## src/rtl/fqd_pkg.sv

```systemverilog
// ----------------------------------------------------------------------------
// fqd_pkg
// Types, sizes and codes shared by the handle queue with delete by key.
// ----------------------------------------------------------------------------
package fqd_pkg;

  localparam int unsigned QUEUE_DEPTH = 8;
  localparam int unsigned HANDLE_BITS = 16;

  // Slot index and occupancy widths (count must also hold QUEUE_DEPTH itself).
  localparam int unsigned IDX_W = (QUEUE_DEPTH > 1) ? $clog2(QUEUE_DEPTH) : 1;
  localparam int unsigned CNT_W = $clog2(QUEUE_DEPTH + 1);

  typedef enum logic [1:0] {
    OP_QUERY  = 2'd0,
    OP_PUSH   = 2'd1,
    OP_POP    = 2'd2,
    OP_DELETE = 2'd3
  } opcode_e;

  typedef enum logic [1:0] {
    ST_OK        = 2'd0,
    ST_FULL      = 2'd1,
    ST_EMPTY     = 2'd2,
    ST_NOT_FOUND = 2'd3
  } status_e;

  typedef struct packed {
    opcode_e                opcode;
    logic [HANDLE_BITS-1:0] handle;
  } req_t;

  typedef struct packed {
    status_e                status;
    logic [HANDLE_BITS-1:0] popped_handle;
    logic [HANDLE_BITS-1:0] head_handle;
    logic [CNT_W-1:0]       entry_count;
    logic                   is_empty;
  } rsp_t;

  // Broadcast from the top level to every cell of the row.
  typedef struct packed {
    logic                   push;
    logic                   pop;
    logic                   del;
    logic [HANDLE_BITS-1:0] handle;
    logic [CNT_W-1:0]       count;
  } cell_ctrl_t;

endpackage

```

## src/rtl/fqd_cell.sv

```systemverilog
// ----------------------------------------------------------------------------
// fqd_cell
// One queue slot: holds a handle, compares it with the delete key, and takes
// its right-hand neighbour's handle when the row shifts forward.
// ----------------------------------------------------------------------------
module fqd_cell
  import fqd_pkg::*;
(
  input  logic                   clk_i,
  input  logic [IDX_W-1:0]       idx_i,
  input  cell_ctrl_t             ctrl_i,
  input  logic [HANDLE_BITS-1:0] next_handle_i,
  input  logic                   found_i,
  output logic                   found_o,
  output logic [HANDLE_BITS-1:0] handle_q_o,
  output logic [HANDLE_BITS-1:0] handle_d_o
);

  logic [HANDLE_BITS-1:0] handle_q, handle_d;
  logic                   occupied;
  logic                   push_here;
  logic                   match;
  logic                   shift;

  assign occupied  = {{(CNT_W-IDX_W){1'b0}}, idx_i} < ctrl_i.count;
  assign push_here = ctrl_i.push && ({{(CNT_W-IDX_W){1'b0}}, idx_i} == ctrl_i.count);
  assign match     = ctrl_i.del && occupied && (handle_q == ctrl_i.handle);
  assign found_o   = found_i || match;
  // Pop moves the whole row; delete moves the matching slot and all after it.
  assign shift     = ctrl_i.pop || (ctrl_i.del && found_o);

  always_comb begin
    handle_d = handle_q;
    if (push_here) begin
      handle_d = ctrl_i.handle;
    end else if (shift) begin
      handle_d = next_handle_i;
    end
  end

  always_ff @(posedge clk_i) begin
    handle_q <= handle_d;
  end

  assign handle_q_o = handle_q;
  assign handle_d_o = handle_d;

endmodule

```

## src/rtl/fifo_queue_with_delete_by_key_top.sv

```systemverilog
// ----------------------------------------------------------------------------
// fifo_queue_with_delete_by_key_top
// First-in first-out queue of process handles with removal of the oldest
// entry matching a key, built as a row of shifting cells.
// ----------------------------------------------------------------------------
//
//   channel   direction  handshake                     payload
//   request   in         start high, busy low          req_i  (req_t)
//   result    out        result_valid_o for one cycle  rsp_o  (rsp_t)
//
// Cycles: a transaction is accepted on any edge with start high; busy stays
// low, so one transaction per cycle is taken. Its result appears on rsp_o
// for exactly one cycle, in the cycle after acceptance.
// The cost of a cycle is set by the delete key compare in every slot and the
// found chain that runs along the row of cells.
// Reset: rst_ni clears the occupancy and the result strobe; slot contents
// are left undefined and are never shown before being written.
// Stalls: the receiver cannot hold results off, so no stall path exists.
// ----------------------------------------------------------------------------
module fifo_queue_with_delete_by_key_top
  import fqd_pkg::*;
(
  input  logic clk_i,
  input  logic rst_ni,
  input  logic start,
  output logic busy,
  input  req_t req_i,
  output logic result_valid_o,
  output rsp_t rsp_o
);

  logic                   accept;
  logic [CNT_W-1:0]       count_q, count_d;
  logic                   full, empty;
  cell_ctrl_t             ctrl;
  logic [QUEUE_DEPTH:0]   found_chain;
  logic [HANDLE_BITS-1:0] cell_q [QUEUE_DEPTH];
  logic [HANDLE_BITS-1:0] cell_d [QUEUE_DEPTH];
  logic                   found;
  rsp_t                   rsp_q, rsp_d;
  logic                   valid_q;

  // Every transaction finishes in its accept cycle, so the port never blocks.
  assign busy   = 1'b0;
  assign accept = start && !busy;

  assign full  = (count_q == CNT_W'(QUEUE_DEPTH));
  assign empty = (count_q == '0);

  // Operation decode; failing operations are squashed here so cells stay put.
  always_comb begin
    ctrl.push   = accept && (req_i.opcode == OP_PUSH)   && !full;
    ctrl.pop    = accept && (req_i.opcode == OP_POP)    && !empty;
    ctrl.del    = accept && (req_i.opcode == OP_DELETE) && !empty;
    ctrl.handle = req_i.handle;
    ctrl.count  = count_q;
  end

  // Row of cells; slot 0 is the oldest. The found flag ripples tailwards so
  // only the first match and its successors shift.
  assign found_chain[0] = 1'b0;

  for (genvar g = 0; g < QUEUE_DEPTH; g++) begin : g_cell
    logic [HANDLE_BITS-1:0] next_handle;
    if (g == QUEUE_DEPTH - 1) begin : g_last
      assign next_handle = cell_q[g];
    end else begin : g_mid
      assign next_handle = cell_q[g+1];
    end

    fqd_cell u_cell (
      .clk_i         (clk_i),
      .idx_i         (IDX_W'(g)),
      .ctrl_i        (ctrl),
      .next_handle_i (next_handle),
      .found_i       (found_chain[g]),
      .found_o       (found_chain[g+1]),
      .handle_q_o    (cell_q[g]),
      .handle_d_o    (cell_d[g])
    );
  end

  assign found = found_chain[QUEUE_DEPTH];

  always_comb begin
    count_d = count_q;
    if (ctrl.push) begin
      count_d = count_q + CNT_W'(1);
    end else if (ctrl.pop || (ctrl.del && found)) begin
      count_d = count_q - CNT_W'(1);
    end
  end

  // Result assembly, taken from the state as it will be after this edge.
  always_comb begin
    rsp_d.status = ST_OK;
    case (req_i.opcode)
      OP_PUSH: begin
        if (full) rsp_d.status = ST_FULL;
      end
      OP_POP: begin
        if (empty) rsp_d.status = ST_EMPTY;
      end
      OP_DELETE: begin
        if (empty) begin
          rsp_d.status = ST_EMPTY;
        end else if (!found) begin
          rsp_d.status = ST_NOT_FOUND;
        end
      end
      default: begin
        rsp_d.status = ST_OK;
      end
    endcase
    rsp_d.popped_handle = ctrl.pop ? cell_q[0] : '0;
    rsp_d.head_handle   = (count_d != '0) ? cell_d[0] : '0;
    rsp_d.entry_count   = count_d;
    rsp_d.is_empty      = (count_d == '0);
  end

  always_ff @(posedge clk_i or negedge rst_ni) begin
    if (!rst_ni) begin
      count_q <= '0;
      valid_q <= 1'b0;
    end else begin
      count_q <= count_d;
      valid_q <= accept;
    end
  end

  always_ff @(posedge clk_i) begin
    if (accept) begin
      rsp_q <= rsp_d;
    end
  end

  assign result_valid_o = valid_q;
  assign rsp_o          = rsp_q;

endmodule

```

## config.mk

```make
export PLATFORM = sky130hd
export DESIGN_NAME = fifo_queue_with_delete_by_key_top
export DESIGN_NICKNAME = d
export VERILOG_FILES = /design/src/rtl/fqd_pkg.sv /design/src/rtl/fqd_cell.sv /design/src/rtl/fifo_queue_with_delete_by_key_top.sv
export SDC_FILE = /design/constraint.sdc
export NUM_CORES = 1
export LEC_CHECK = 0
export BUFFER_PORTS_ARGS = -buffer_cell sky130_fd_sc_hd__buf_2
export CAP_MARGIN = 20
export CORE_ASPECT_RATIO = 2
export CORE_UTILIZATION = 40
export CTS_CLUSTER_SIZE = 10
export DETAILED_ROUTE_END_ITERATION = 12
export SYNTH_ARGS = -nofsm -noshare
export SYNTH_HDL_FRONTEND = slang
export SYNTH_SLANG_ARGS = --single-unit
```

## constraint.sdc

```tcl
create_clock -name clk_i -period 3.35 [get_ports clk_i]
set_clock_uncertainty 0.1 [all_clocks]
set_input_delay 0.5025 -clock clk_i [delete_from_list [all_inputs] [get_ports clk_i]]
set_output_delay 0.5025 -clock clk_i [all_outputs]
set_load 0.05 [all_outputs]
```

==> summary.txt <==
Outcome
  – Outcome: finished clean

STA
  – Final slew viol count: 0
  – Period utilization: 96.1%
  – Slew @ Worst Pin: 518 ps
  – Final Critical Period: 3220 ps
  – Setup TNS: 0 ps
  – Slew HR: roughly 65%
  – Count of final hold-check violations: 0
  – Highest clock rate: roughly 310 MHz
  – Endpoints failing setup: 0

Place
  – DP Cell Count: just over 1,000
  – Final GP Congestion: ~0.9
  – Post-DP HPWL: 18,900 um
  – Placed Area: 0.00999 sq mm
  – IO buf count: 60

Finish
  – Fill cells: between 1,500 and 2,000
  – Nets: 796
  – Footprint of the multi-input gates: 0.00370 sq mm
  – Register Area: 0.00498 sq mm
  – Layout Cells excl Fill: ~1,100
  – Diode count: 0
  – P&R area growth vs syn: 19.2%
  – Final Instance Area: around 0.011 sq mm
  – Share of layout cells above drive strength 1: 36.0%

Drt
  – Drt drc: 0
  – DRT iter0 DRCs: 163
  – Drt total wl: 23,400 um
  – DR WL/cell: ~22 um
  – Via count: roughly 5,500
  – Router iterations before antenna repair: 4
  – ANT nets after route: 0
  – Vias/cell: 5.22

Synth
  – Yosys warnings: 0
  – Most instantiated cells after synthesis: 151 x edfxtp_1, 97 x mux2_2, 87 x xnor2_1
  – Synth Register Bits: 172
  – Unique masters post-synth: 55
  – Async SR Flop Fraction: between 2 and 3%
  – Register area share after synthesis: a little under three fifths
  – Post-Syn Instances: 675
  – Number of synthesized flops with an enable pin: 151
  – Top-count cell post-synth: edfxtp_1
  – Top cell type's share of synthesized area: approximately 51%
  – Top_reg_cell synth: edfxtp_1
  – Avg Inst Size Synth: approximately 13 sq um
  – Top cells by area, synth: edfxtp_1 51%, mux2_2 12%, xnor2_1 8.5%
  – Syn nets: 700
  – Netlist area before placement: 0.00895 sq mm
  – Dominant cell type by area after synthesis: edfxtp_1

Power
  – Pleak: 3.75 nW
  – Seq pwr share: between 40% and 50%
  – Sw Ratio: approximately 33%
  – VDD IR max: about 0.34 mV
  – Cell Pwr Density: 667 mW/mm^2
  – Combinational power share: 28.0%
  – P_sw: 2.32 mW
  – Internal Power: 4.80 mW
  – Proportion of power drawn by the clock network: approximately 31%
  – Overall power: roughly 7 mW

Floorplan
  – # rows: slightly below 80
  – Die area: about 0.023 sq mm
  – Starting Density: 40.6%
  – Width of the die: approximately 110 um
  – I/O pin count: 62
  – Die Y: 214 um
  – Core area: between 0.02 and 0.025 sq mm

Global route
  – First-pass GRT wire length: 34,200 um
  – Initial antenna violation count: 0
  – Gr ovfl total: 0
  – GRT Total Usage: 21.5%
  – Largest net degree at the start of global routing: 33
  – Vias in the first global route: 5,813

Setup path
  – CP startpoint kind: flop
  – Setup slack, reg-to-reg: 130 ps
  – Setup Crit Path Kind: reg2reg
  – CP arrival: 3310 ps
  – CP Max Fanout: 18
  – Crit. End Element: flop
  – WP data required: roughly 3400 ps

CTS
  – CTS tree: built
  – CTS H-Tree Depth: 4
  – Number of CTS-inserted buffers: 17
  – CTS Buffer Depth: 2
  – Root buffer cell: clkbuf_16
  – Clock transition at path regs: 70 ps
  – Sink Count: ~170
  – Worst-skew pair later-pin latency: ~450 ps

Worst hold path
  – Worst Hold Class: in2async

Run
  – Total of max-cap violations: 0
[cell usage in the layout (no fill, tap or decap), types with 3 or more instances in the layout]
cell type   count
a21boi_0        8
a21boi_2       10
and2_1         18
and3_1          4
buf_12         10
buf_2          60
buf_4          60
bufinv_16       5
clkbuf_16      17
clkinvlp_4      3
dfrtp_1         5
dfxtp_1        16
edfxtp_1      151
ha_1            4
inv_1           5
inv_6           4
mux2_2         97
mux2i_1        16
nand2_1        28
nand2b_1        3
nand3_1        13
nand3b_1        3
nand4_1        19
nor2_1         11
nor3_1         10
nor4_1         13
o21ai_0        17
or4_1           4
xnor2_1        87
xor2_1         43
[through the flow]
stage	worst slack, ps	hold slack (ps)	util (%)
2_1_floorplan	24.8	107	-
4_1_cts	78.2	295	48.3
3_5_place_dp	76.1	229	45.3
3_3_place_gp	108	225	45.3
5_1_grt	-4.73	314	48.4
6_report	130	302	48.4
[path summary, 6_finish.rpt]
| kind | to | start | cells after the start |
|---|---|---|---|
| max | rsp_o[5]$_SDFFCE_PN0P_ | count_q[1]$_DFF_PN0_ | 12 |
| min | count_q[2]$_DFF_PN0_ | rst_ni | 2 |
| max reg2reg | rsp_o[5]$_SDFFCE_PN0P_ | count_q[1]$_DFF_PN0_ | 12 |
| min reg2reg | rsp_o[25]$_SDFFCE_PN0P_ | g_cell[0].u_cell.handle_q_o[4]$_DFF_P_ | 1 |
| max in group asynchronous | count_q[0]$_DFF_PN0_ | rst_ni | 2 |
| min in group clk_i | g_cell[0].u_cell.handle_q_o[15]$_DFF_P_ | req_i[15] | 3 |
[state kept, by name, indices dropped and copies added (netlist names)]
register,count
g_cell.u_cell.handle_q_o,128
rsp_o,39
result_valid_o,1
count_q,4
[final cells by class]
cell class	count	area share, %
Clock inverter	14	2.16
Clock buffer	18	4.02
Tap cell	276	3.24
Multi-Input combinational cell	443	34.7
Timing Repair Buffer	131	9.00
Inverter	6	0.211
Sequential cell	172	46.7
[layer usage]
layer  GRT usage [%]  routed length (um)
met1            18.1                7340
met2            43.4               13900
met3            3.34                 619
met4            15.6                1510
met5               0                   0
[power groups by stage]
stage / clock network [mW] / logic, mW / registers (mW)
6_report: 2.23 / 1.99 / 2.90
2_1_floorplan: 0 / 0.965 / 3.25
5_1_grt: 2.32 / 2.12 / 2.93
3_5_place_dp: 0 / 2.01 / 2.95
3_3_place_gp: 0 / 1.98 / 2.94
4_1_cts: 2.27 / 2.02 / 2.91
[worst max-delay path, stage by stage, from the launching register on]
cell and delay, ps:
dfrtp_1 400, inv_1 120, ha_1 180, or3b_1 390, nand4_1 160, a2111oi_0 90, buf_4 160, a22oi_2 210
nor3b_4 370, mux2_4 340, nor2_2 160, buf_12 180, a21boi_0 110
[cell families after synthesis]
kind of cell    count (synthesis)  synth area share (%)
compound gates                 52                  4.54
xor+xnor                      130                  12.7
fa+ha+maj                       4                 0.559
buf+inv                        60                  3.17
flops                         172                  55.6
mux                           114                  14.2
other cells                     1                0.0419
simple gates                  142                  9.16
[repair_timing]
action / CTS / global route
resized for setup: 0 / 1
hold buffers: 1 / 0
setup buffers: 0 / 1
hold endpoints to repair: 5 / 0
setup endpoints to repair: 0 / 17
Note: power is estimated with default switching activity, not from simulation.
